**config.mk**
```make
export PLATFORM = sky130hd
export DESIGN_NAME = deque_with_reverse_palindrome_top
export DESIGN_NICKNAME = d
export VERILOG_FILES = /design/src/hdl/dwr_pkg.sv /design/src/hdl/deque_with_reverse_palindrome_top.sv /design/src/hdl/dwr_ram.sv /design/src/hdl/dwr_ctrl.sv /design/src/hdl/dwr_dpath.sv
export SDC_FILE = /design/constraint.sdc
export NUM_CORES = 1
export LEC_CHECK = 0
export BUFFER_PORTS_ARGS = -buffer_cell sky130_fd_sc_hd__buf_4
export CORE_ASPECT_RATIO = 0.9
export CORE_MARGIN = 2
export CORE_UTILIZATION = 62
export DETAILED_ROUTE_END_ITERATION = 10
export MAX_ROUTING_LAYER = met4
export PLACE_DENSITY = 0.8
export SLEW_MARGIN = 10
export SYNTH_ARGS = -nofsm -noshare
export SYNTH_HDL_FRONTEND = slang
export SYNTH_SLANG_ARGS = --single-unit
```
**constraint.sdc**
```tcl
create_clock -name clk_i -period 5.8 [get_ports clk_i]
set_input_delay 0.58 -clock clk_i [delete_from_list [all_inputs] [get_ports clk_i]]
set_output_delay 0.58 -clock clk_i [all_outputs]
set_load 0.01 [all_outputs]
```
**src/hdl/dwr_pkg.sv**
```systemverilog
package dwr_pkg;

  localparam int VAL_W            = 32;
  localparam int CMD_W            = 3;
  localparam int DEF_DEPTH        = 16;
  localparam int DEF_ELEM_WIDTH   = 32;

  typedef enum logic [CMD_W-1:0] {
    CMD_ADD_FRONT = 3'd0,
    CMD_ADD_BACK  = 3'd1,
    CMD_REM_FRONT = 3'd2,
    CMD_REM_BACK  = 3'd3,
    CMD_REVERSE   = 3'd4,
    CMD_PALIN     = 3'd5
  } cmd_e;

  typedef enum logic [1:0] {
    STS_OK    = 2'd0,
    STS_EMPTY = 2'd1,
    STS_FULL  = 2'd2
  } status_e;

  typedef enum logic [2:0] {
    S_IDLE,
    S_EXEC,
    S_PAL_RD,
    S_PAL_CMP,
    S_ENDS_RD,
    S_RESP
  } state_e;

  // Commands from the controller to the datapath.
  typedef struct packed {
    logic load;      // capture the input beat
    logic exec;      // apply the command to pointers, count, flag and store
    logic pal_rd;    // read the current element pair
    logic pal_cmp;   // compare the pair and step inward
    logic ends_rd;   // read the first and last element
    logic resp;      // load the output register
  } ctl_t;

  // Status from the datapath to the controller.
  typedef struct packed {
    logic pal_need;  // palindrome check with at least two elements
    logic pal_go_on; // pair matched and more pairs remain
    logic out_free;  // output register can take a new beat
  } stat_t;

endpackage

```
**src/hdl/deque_with_reverse_palindrome_top.sv**
```systemverilog
// Bounded double-ended queue of DEPTH elements, ELEM_WIDTH bits each, held in a
// circular RAM with a start pointer, a count and a direction flag. Each input
// beat carries one command (add front/back, remove front/back, reverse,
// palindrome check) and yields exactly one output beat with status, palindrome
// verdict, empty flag, count and the front and back values after the command.
// The block works on one beat at a time. An accepted beat is captured, then
// executed on pointers, count, flag and RAM, then the first and last elements
// are read and the output register loads; adds, removes, reverse and unused
// codes take this path. A palindrome check on n >= 2 elements walks k <= n/2
// element pairs between execute and the end read, up to and including the
// first mismatch or the middle; the RAM read of each pair is registered
// before its compare. A new beat is taken once the previous result sits in the
// output register, even while that result is stalled; a stalled result holds
// the next one in its final state.
module deque_with_reverse_palindrome_top
  import dwr_pkg::*;
#(
  parameter int DEPTH      = DEF_DEPTH,
  parameter int ELEM_WIDTH = DEF_ELEM_WIDTH
) (
  input  logic                       clk_i,
  input  logic                       rst_ni,
  // input channel
  input  logic                       in_valid_i,
  output logic                       in_stall_o,
  input  logic [CMD_W-1:0]           command_i,
  input  logic [VAL_W-1:0]           element_value_i,
  // output channel
  output logic                       out_valid_o,
  input  logic                       out_stall_i,
  output logic [1:0]                 status_o,
  output logic                       is_palindrome_o,
  output logic                       list_empty_o,
  output logic [$clog2(DEPTH+1)-1:0] element_count_o,
  output logic [VAL_W-1:0]           front_value_o,
  output logic [VAL_W-1:0]           back_value_o
);

  ctl_t  ctl;
  stat_t stat;

  // Sequencer: accept, execute, walk pairs, read ends, deliver the beat.
  dwr_ctrl u_ctrl (
    .clk_i     (clk_i),
    .rst_ni    (rst_ni),
    .in_valid_i(in_valid_i),
    .in_stall_o(in_stall_o),
    .stat_i    (stat),
    .ctl_o     (ctl)
  );

  // Pointers, count, direction flag, element RAM and output register.
  dwr_dpath #(
    .DEPTH     (DEPTH),
    .ELEM_WIDTH(ELEM_WIDTH)
  ) u_dpath (
    .clk_i          (clk_i),
    .rst_ni         (rst_ni),
    .ctl_i          (ctl),
    .stat_o         (stat),
    .command_i      (command_i),
    .element_value_i(element_value_i),
    .out_stall_i    (out_stall_i),
    .out_valid_o    (out_valid_o),
    .status_o       (status_o),
    .is_palindrome_o(is_palindrome_o),
    .list_empty_o   (list_empty_o),
    .element_count_o(element_count_o),
    .front_value_o  (front_value_o),
    .back_value_o   (back_value_o)
  );

endmodule

```
**src/hdl/dwr_ram.sv**
```systemverilog
module dwr_ram #(
  parameter int WIDTH = 32,
  parameter int DEPTH = 16
) (
  input  logic                     clk_i,
  input  logic                     we_i,
  input  logic [$clog2(DEPTH)-1:0] waddr_i,
  input  logic [WIDTH-1:0]         wdata_i,
  input  logic                     re_i,
  input  logic [$clog2(DEPTH)-1:0] raddr_a_i,
  input  logic [$clog2(DEPTH)-1:0] raddr_b_i,
  output logic [WIDTH-1:0]         rdata_a_o,
  output logic [WIDTH-1:0]         rdata_b_o
);

  logic [WIDTH-1:0] mem_q [DEPTH];

  always_ff @(posedge clk_i) begin
    if (we_i) begin
      mem_q[waddr_i] <= wdata_i;
    end
    if (re_i) begin
      rdata_a_o <= mem_q[raddr_a_i];
      rdata_b_o <= mem_q[raddr_b_i];
    end
  end

endmodule

```
**src/hdl/dwr_ctrl.sv**
```systemverilog
module dwr_ctrl
  import dwr_pkg::*;
(
  input  logic  clk_i,
  input  logic  rst_ni,
  input  logic  in_valid_i,
  output logic  in_stall_o,
  input  stat_t stat_i,
  output ctl_t  ctl_o
);

  state_e state_q, state_d;

  always_ff @(posedge clk_i or negedge rst_ni) begin
    if (!rst_ni) begin
      state_q <= S_IDLE;
    end else begin
      state_q <= state_d;
    end
  end

  always_comb begin
    state_d    = state_q;
    ctl_o      = '0;
    in_stall_o = (state_q != S_IDLE);
    unique case (state_q)
      S_IDLE: begin
        if (in_valid_i) begin
          ctl_o.load = 1'b1;
          state_d    = S_EXEC;
        end
      end
      S_EXEC: begin
        ctl_o.exec = 1'b1;
        state_d    = stat_i.pal_need ? S_PAL_RD : S_ENDS_RD;
      end
      S_PAL_RD: begin
        ctl_o.pal_rd = 1'b1;
        state_d      = S_PAL_CMP;
      end
      S_PAL_CMP: begin
        ctl_o.pal_cmp = 1'b1;
        state_d       = stat_i.pal_go_on ? S_PAL_RD : S_ENDS_RD;
      end
      S_ENDS_RD: begin
        ctl_o.ends_rd = 1'b1;
        state_d       = S_RESP;
      end
      S_RESP: begin
        // hold until the output register drains
        if (stat_i.out_free) begin
          ctl_o.resp = 1'b1;
          state_d    = S_IDLE;
        end
      end
      default: state_d = S_IDLE;
    endcase
  end

endmodule

```
**src/hdl/dwr_dpath.sv**
```systemverilog
module dwr_dpath
  import dwr_pkg::*;
#(
  parameter int DEPTH      = DEF_DEPTH,
  parameter int ELEM_WIDTH = DEF_ELEM_WIDTH
) (
  input  logic                       clk_i,
  input  logic                       rst_ni,
  input  ctl_t                       ctl_i,
  output stat_t                      stat_o,
  input  logic [CMD_W-1:0]           command_i,
  input  logic [VAL_W-1:0]           element_value_i,
  input  logic                       out_stall_i,
  output logic                       out_valid_o,
  output logic [1:0]                 status_o,
  output logic                       is_palindrome_o,
  output logic                       list_empty_o,
  output logic [$clog2(DEPTH+1)-1:0] element_count_o,
  output logic [VAL_W-1:0]           front_value_o,
  output logic [VAL_W-1:0]           back_value_o
);

  localparam int AW = $clog2(DEPTH);
  localparam int CW = $clog2(DEPTH + 1);
  localparam int EW = ELEM_WIDTH;
  localparam int XW = (EW > VAL_W) ? EW : VAL_W;

  // Physical slot of offset k from base, wrapping at DEPTH.
  function automatic logic [AW-1:0] slot(input logic [AW-1:0] base,
                                         input logic [CW-1:0] k);
    logic [CW:0] s;
    s = (CW+1)'(base) + (CW+1)'(k);
    if (s >= (CW+1)'(DEPTH)) begin
      s = s - (CW+1)'(DEPTH);
    end
    return s[AW-1:0];
  endfunction

  logic [AW-1:0]    start_q, start_d;
  logic [CW-1:0]    occ_q, occ_d;
  logic             rev_q, rev_d;
  logic [CMD_W-1:0] cmd_q;
  logic [EW-1:0]    val_q;
  status_e          sts_q, sts_d;
  logic             pal_q, pal_d;
  logic [CW-1:0]    i_q, i_d;
  logic [CW-1:0]    j_q, j_d;
  logic             out_valid_q;

  logic [XW-1:0]    in_ext;
  logic             full, empty, at_front;
  logic             we;
  logic [AW-1:0]    waddr;
  logic [AW-1:0]    raddr_a, raddr_b;
  logic [CW-1:0]    last_off;
  logic [EW-1:0]    rd_a, rd_b;
  logic [EW-1:0]    front_elem, back_elem;
  logic [XW-1:0]    front_ext, back_ext;

  assign in_ext   = XW'(element_value_i);
  assign full     = (occ_q == CW'(DEPTH));
  assign empty    = (occ_q == '0);
  assign last_off = empty ? '0 : occ_q - CW'(1);

  // Payload capture, plus status, verdict and pair index registers
  always_ff @(posedge clk_i) begin
    if (ctl_i.load) begin
      cmd_q <= command_i;
      val_q <= in_ext[EW-1:0];
    end
    sts_q <= sts_d;
    pal_q <= pal_d;
    i_q   <= i_d;
    j_q   <= j_d;
  end

  always_ff @(posedge clk_i or negedge rst_ni) begin
    if (!rst_ni) begin
      start_q     <= '0;
      occ_q       <= '0;
      rev_q       <= 1'b0;
      out_valid_q <= 1'b0;
    end else begin
      start_q <= start_d;
      occ_q   <= occ_d;
      rev_q   <= rev_d;
      if (ctl_i.resp) begin
        out_valid_q <= 1'b1;
      end else if (!out_stall_i) begin
        out_valid_q <= 1'b0;
      end
    end
  end

  always_comb begin
    start_d  = start_q;
    occ_d    = occ_q;
    rev_d    = rev_q;
    sts_d    = sts_q;
    pal_d    = pal_q;
    i_d      = i_q;
    j_d      = j_q;
    we       = 1'b0;
    waddr    = slot(start_q, occ_q);
    at_front = 1'b0;
    if (ctl_i.exec) begin
      sts_d = STS_OK;
      pal_d = 1'b0;
      i_d   = '0;
      j_d   = last_off;
      unique case (cmd_q)
        CMD_ADD_FRONT, CMD_ADD_BACK: begin
          at_front = (cmd_q == CMD_ADD_FRONT) ^ rev_q;
          if (full) begin
            sts_d = STS_FULL;
          end else begin
            we    = 1'b1;
            occ_d = occ_q + CW'(1);
            if (at_front) begin
              start_d = (start_q == '0) ? AW'(DEPTH - 1) : start_q - AW'(1);
              waddr   = start_d;
            end
          end
        end
        CMD_REM_FRONT, CMD_REM_BACK: begin
          at_front = (cmd_q == CMD_REM_FRONT) ^ rev_q;
          if (empty) begin
            sts_d = STS_EMPTY;
          end else begin
            occ_d = occ_q - CW'(1);
            if (at_front) begin
              start_d = (start_q == AW'(DEPTH - 1)) ? '0 : start_q + AW'(1);
            end
          end
        end
        CMD_REVERSE: begin
          if (empty) begin
            sts_d = STS_EMPTY;
          end else begin
            rev_d = ~rev_q;
          end
        end
        CMD_PALIN: begin
          if (empty) begin
            sts_d = STS_EMPTY;
          end else begin
            pal_d = 1'b1;
          end
        end
        default: ;
      endcase
    end
    if (ctl_i.pal_cmp) begin
      if (rd_a != rd_b) begin
        pal_d = 1'b0;
      end
      i_d = i_q + CW'(1);
      j_d = j_q - CW'(1);
    end
  end

  // Pair walk or end reads share the two read ports
  assign raddr_a = ctl_i.ends_rd ? start_q : slot(start_q, i_q);
  assign raddr_b = ctl_i.ends_rd ? slot(start_q, last_off) : slot(start_q, j_q);

  dwr_ram #(
    .WIDTH(EW),
    .DEPTH(DEPTH)
  ) u_ram (
    .clk_i    (clk_i),
    .we_i     (we),
    .waddr_i  (waddr),
    .wdata_i  (val_q),
    .re_i     (ctl_i.pal_rd | ctl_i.ends_rd),
    .raddr_a_i(raddr_a),
    .raddr_b_i(raddr_b),
    .rdata_a_o(rd_a),
    .rdata_b_o(rd_b)
  );

  assign stat_o.pal_need  = (cmd_q == CMD_PALIN) && (occ_q > CW'(1));
  assign stat_o.pal_go_on = (rd_a == rd_b) && ((CW+1)'(i_q) + (CW+1)'(2) < (CW+1)'(j_q));
  assign stat_o.out_free  = !out_valid_q || !out_stall_i;

  assign front_elem = empty ? '0 : (rev_q ? rd_b : rd_a);
  assign back_elem  = empty ? '0 : (rev_q ? rd_a : rd_b);
  assign front_ext  = XW'(front_elem);
  assign back_ext   = XW'(back_elem);

  // Output register
  always_ff @(posedge clk_i) begin
    if (ctl_i.resp) begin
      status_o        <= sts_q;
      is_palindrome_o <= pal_q;
      list_empty_o    <= empty;
      element_count_o <= occ_q;
      front_value_o   <= front_ext[VAL_W-1:0];
      back_value_o    <= back_ext[VAL_W-1:0];
    end
  end

  assign out_valid_o = out_valid_q;

endmodule

```
Yosys cells after proc, flatten, opt, wreduce, memory -nomap -nowiden. Memory sizes are Yosys's and may differ from the RTL's. A register that Yosys moved wholly into a read port is not among the register bits. Cells that the tools add are included.

Add/sub/neg operators: 15. Magnitude comparators: 6. Eq/ne operators: 21. Muxes and demuxes: 55. Bitwise gates (word level): 5. Reductions and logical operators: 19.

Operators by type and width (number): 32-bit two-way mux (2); 4-bit two-way mux (16); 5-bit two-way mux (7); 32-bit == test (1); 32-bit != test (1); 4-bit by 5-bit adder with 6-bit output (4); 6-bit by 5-bit greater-or-equal comparator with 1-bit output (second input constant) (4); 1-bit two-way mux (21); 4-bit by 1-bit subtractor with 4-bit output (second input constant) (5); 3-bit one-hot mux with 6 select lines (1); 3-bit by 2-bit == test with 1-bit output (second input constant) (4); 3-bit == test (second input constant) (4); 3-bit two-way mux (4); 5-bit by 1-bit adder with 5-bit output (second input constant) (2); 5-bit one-hot mux with 2 select lines (1); 5-bit by 1-bit subtractor with 5-bit output (second input constant) (2); 2-bit != test (second input constant) (4); 4-bit one-hot mux with 2 select lines (1); 5-bit by 2-bit adder with 6-bit output (second input constant) (1); 3-bit by 1-bit == test with 1-bit output (second input constant) (2); 3-bit logical NOT (2); 6-bit by 5-bit < comparator with 1-bit output (1); 2-bit by 1-bit != test with 1-bit output (second input constant) (3); 6-bit AND reduction (1); 21 further kinds (27).

Register bits: 135. RAM bits: 512. Input bits: 39. Output and inout bits: 75. Logic and storage cells: 139. Memories: 1.

Memories: u_dpath.u_ram.mem_q (depth 16, width 32, read ports 2, clocked after memory_dff 2, write ports 1, RTL line dwr_ram.sv:16) `logic [WIDTH-1:0] mem_q [DEPTH];`.

Logic depth before layout (Yosys ltp).
Depth after elaboration: 7. Gate-level depth with buffers: 15. Mapped depth without buffers: 13.

Modules after synthesis. Synthesis repeated with hierarchy kept, for this count alone.

Cell total of the unflattened synthesis: 1683. Area total of the unflattened synthesis: 31669.1 um^2.

By module, submodules not included: dwr_ram (times used 1, cells an instance 1141, area an instance 24843.8 um^2); dwr_dpath (times used 1, cells an instance 518, area an instance 6607.6 um^2); dwr_ctrl (times used 1, cells an instance 24, area an instance 217.7 um^2).

Worst setup path after synthesis. No wires, ideal clock.

Kind: register to register. From: register u_ctrl.state_q[1]. To: register u_dpath.back_value_o[0] (enable). Arrival: 4.346 ns. Slack: 0.925 ns. Stages on the path, launching flop included: 5. Path buffers: 1. Cell sequence: dfrtp_1 > clkbuf_1 > nor2b_1 > nand2_1 > a21oi_1.

RTL lines: start, declared (RTL line dwr_ctrl.sv:12) `state_e state_q, state_d;`; start signal, assigned (RTL line dwr_ctrl.sv:18) `state_q <= state_d;`; end signal, assigned (RTL line dwr_dpath.sv:198) `back_value_o <= back_ext[VAL_W-1:0];`; end, declared (RTL line dwr_dpath.sv:20) `output logic [VAL_W-1:0] back_value_o`.

Worst setup path in the final report.
From: register u_ctrl.state_q[1]. To: register u_dpath.u_ram.rdata_b_o[20], read port of u_dpath.u_ram.mem_q (data pin).

Longest elaborated chain between the ends: 3. Elaborated cells between the ends (all ways): 6. Those cells by class: 2 x eq/ne; 3 x mux; 1 x bitwise.

Ends and longest elaborated chain: 3-bit == test / 3-bit by 2-bit == test with 1-bit output (equally long branches) (RTL line dwr_ctrl.sv:26) `unique case (state_q)`; 1-bit two-way mux (RTL line dwr_ctrl.sv:26); 4-bit two-way mux / 1-bit OR (equally long branches) (RTL line dwr_dpath.sv:164, dwr_dpath.sv:174); end, declared (RTL line dwr_ram.sv:13) `output logic [WIDTH-1:0] rdata_b_o`.

Parallel ways exist; a longest one is shown, timed or not. A chain may end at the register's enable or synchronous reset.

==> results.py <==
metrics = {
    "grt": {
        "grt_max_degree": 109,
        "grt_remaining_overflow": 0,
        "grt_pass1_vias": 22200,
        "grt_pass1_wl_mm": 133,
        "track_usage": 0.341,
        "antenna_found_initial": 0,
    },
    "synthesis": {
        "synth_area_leaders": "edfxtp_1, mux4_2, nand2_1",
        "synth_common_cells": "edfxtp_1, nand2_1, a21oi_1",
        "synth.distinct_cells": 53,
        "syn_nets": 2452,
        "ys.flop_type": "edfxtp_1",
        "ys_seq_elements": 711,
        "yosys_warnings": 0,
        "synth_cells": 2388,
        "async_flop_share": 0.0197,
        "synth_edf_count": 696,
        "yosysMostFrequentCell": "edfxtp_1",
        "yosysSeqAreaShare": 0.652,
        "yosysTopAreaCell": "edfxtp_1",
        "syn_area_um2": 32600,
        "synth.avg_cell_area_um2": 13.7,
        "synth_top_area_share": 0.640,
    },
    "sta": {
        "final.setup.tns_ps": 0,
        "period_needed_ps": 4900,
        "holdWs_ps": 141,
        "relSlewSlack": 0.158,
        "fin_skew_ps": 18.4,
        "setup_viol": 0,
        "max_freq_mhz": 204,
        "fin_crit_sh": 0.846,
        "rsz0062_at_grt": "no",
        "tightest_slew_ps": 1260,
        "hold_viol": 0,
        "drv_slew": 0,
    },
    "cts": {
        "cts_tree": "built",
        "clock_latency_ps": 610,
        "cts.repair.resized": 0,
        "cts_root_buf": "clkbuf_16",
        "cts_buffer_depth": 3,
        "cts_htree_levels": 3,
        "clock-sinks": 711,
        "cts_hold_buf": 1,
        "cts_made_buffers": 72,
        "post_cts_buffers": 0,
        "cts.clk_slew.worst_paths_ps": 60,
    },
    "final_layout": {
        "antennaDiodeCount": 0,
        "nNetsFinal": 2523,
        "areaGrowthSynthToFinish_pct": 12.3,
        "drive_above_1_share": 0.174,
        "fillCellCount": 3216,
    },
    "critical_path": {
        "r2r-end": "u_dpath.u_ram.rdata_b_o[20]$_DFFE_PN_",
        "crit_chain": "or3b_1, o31ai_1, ha_1, a21o_1, a21oi_1, xnor2_1, xnor2_4, buf_4, a211oi_1, a31oi_1",
        "worst_setup_path_end_kind": "register",
        "startpoint_type": "register",
        "cpPeakStageDelay_ps": 1030,
        "cp_data_arrival_time_ps": 5330,
        "rrSetupSlack_ps": 900,
        "crit_type": "register to register",
        "worstReg2RegStart": "u_ctrl.state_q[1]$_DFFE_PN0P_",
        "cp_slowest_cell": "xnor2_4",
        "required_ps": 6230,
        "r2r_cells": 10,
        "crit_fanout": 36,
    },
    "drt": {
        "viasPerCell": 6.97,
        "routed_wirelength_mm": 89.6,
        "wl_per_cell_um": 28.0,
        "drc": 0,
        "num_vias": 22300,
        "ant_nets": 0,
        "drt_pass1_iterations": 8,
        "drt-initial-drc-count": 3366,
    },
    "min_path": {
        "hold_start": "element_value_i[16]",
        "hold_path_class": "input pin to register",
        "hold_path_depth": 1,
        "whs_endpoint": "u_dpath.val_q[16]$_DFFE_PP_",
    },
    "floorplan": {
        "design.die.area_um2": 54500,
        "rows": 79,
        "die_y_um": 222,
        "dieWidth_um": 246,
        "core-area_um2": 51900,
        "start_util": 0.629,
        "ioPinCount": 114,
    },
    "place": {
        "dp_hpwl_mm": 52.6,
        "io_buffers": 113,
        "gp_congestion": 0.880,
    },
    "outcome": {
        "status": "completed",
    },
    "flow_run": {
        "cap_violations": 0,
    },
}
-- worst max-delay path by stage --
stage                                        from                               endpoint  slack, ps
floorplan           u_ctrl.state_q[1]$_DFFE_PN0P_  u_dpath.back_value_o[0]$_SDFFCE_PP0P_        930
global placement    u_ctrl.state_q[1]$_DFFE_PN0P_  u_dpath.u_ram.rdata_b_o[13]$_DFFE_PN_       1220
detailed placement  u_ctrl.state_q[1]$_DFFE_PN0P_   u_dpath.u_ram.rdata_b_o[0]$_DFFE_PN_       1110
CTS                 u_ctrl.state_q[1]$_DFFE_PN0P_   u_dpath.u_ram.rdata_b_o[0]$_DFFE_PN_       1080
global route        u_ctrl.state_q[1]$_DFFE_PN0P_  u_dpath.u_ram.rdata_b_o[20]$_DFFE_PN_        850
finish              u_ctrl.state_q[1]$_DFFE_PN0P_  u_dpath.u_ram.rdata_b_o[20]$_DFFE_PN_        900
-- per-stage QoR --
step | std cells | util | area (µm²) | setup WS, ps
after floorplan | 2388 | - | 32600 | 925
after global placement | 3072 | 0.662 | 34400 | 1220
after detailed placement | 3072 | 0.662 | 34400 | 1110
after CTS | 3203 | 0.706 | 36700 | 1080
after global routing | 3203 | 0.706 | 36700 | 849
final | 3203 | 0.706 | 36700 | 895
-- placed cells by master (no fill, tap or decap), types with 6 or more instances in the layout --
cell type,count
edfxtp_1,696
clkinv_2,11
nor3_1,12
xor2_1,21
a211oi_1,33
nor2_4,19
nand3_1,137
clkbuf_1,19
clkinv_1,9
a21oi_1,146
nor2_1,110
buf_4,155
and2_1,32
o21ai_0,11
mux2i_1,99
mux4_2,128
a221oi_1,63
inv_1,21
dfrtp_1,13
nand2b_1,7
bufinv_16,6
nand2_1,474
clkinvlp_4,6
xnor2_1,39
buf_12,9
a31oi_1,39
clkbuf_16,75
ha_1,21
nand4_1,43
-- state kept, by name, summed over array words and instances, names as in the netlist --
register and cells:
u_dpath.element_count_o 5, u_dpath.rev_q 1, u_dpath.u_ram.mem_q 512, u_dpath.out_valid_o 1, u_dpath.cmd_q 3, u_dpath.pal_q 1
u_ctrl.state_q 3, u_dpath.i_q 5, u_dpath.back_value_o 32, u_dpath.j_q 5, u_dpath.val_q 32, u_dpath.front_value_o 32
u_dpath.sts_q 2, u_dpath.u_ram.rdata_a_o 32, u_dpath.u_ram.rdata_b_o 32, u_dpath.start_q 4, u_dpath.occ_q 5, u_dpath.status_o 2
u_dpath.is_palindrome_o 1, u_dpath.list_empty_o 1
-- cell type report --
class                           count  area, µm²  share of cell area
Tap cell                          688        861              0.0235
Sequential cell                   711      21300               0.580
Multi-Input combinational cell   1487      10800               0.294
Clock inverter                     36        349             0.00952
Timing Repair Buffer              165       1350              0.0369
Inverter                           22       82.6             0.00225
Clock buffer                       94       1950              0.0531
-- critical path: cells and delay by family (launching register included) --
kind / cells / cell delay (ps)
buffers and inverters: 1 / 600
flip-flops: 1 / 500
XOR/XNOR: 2 / 1200
AO/OA/AOI/OAI: 5 / 1260
AND/OR/NAND/NOR: 1 / 780
adder cells (fa/ha/maj): 1 / 300
-- metal layers --
metal / wire length, µm / up-vias / track usage / share of wire
li1: - / 9213 / - / -
met2: 41800 / 1857 / 0.514 / 0.47
met1: 30800 / 10900 / 0.432 / 0.34
met4: 4210 / 0 / 0.154 / 0.047
met3: 12800 / 356 / 0.0977 / 0.14
met5: 0 / - / - / 0
-- kinds of logic after synthesis --
kind of cell / count (synthesis) / synth area share
and+or+nand+nor: 855 / 0.113
DFF: 711 / 0.652
AOI/OAI and AO/OA: 310 / 0.0608
muxes: 233 / 0.122
buffers and inverters: 190 / 0.0255
xor gates and xnor gates: 64 / 0.0174
adders and majority gates: 25 / 0.0103
Power is not shown: default switching activity piles up to over one toggle a cycle in this logic, so the estimate is an artifact.
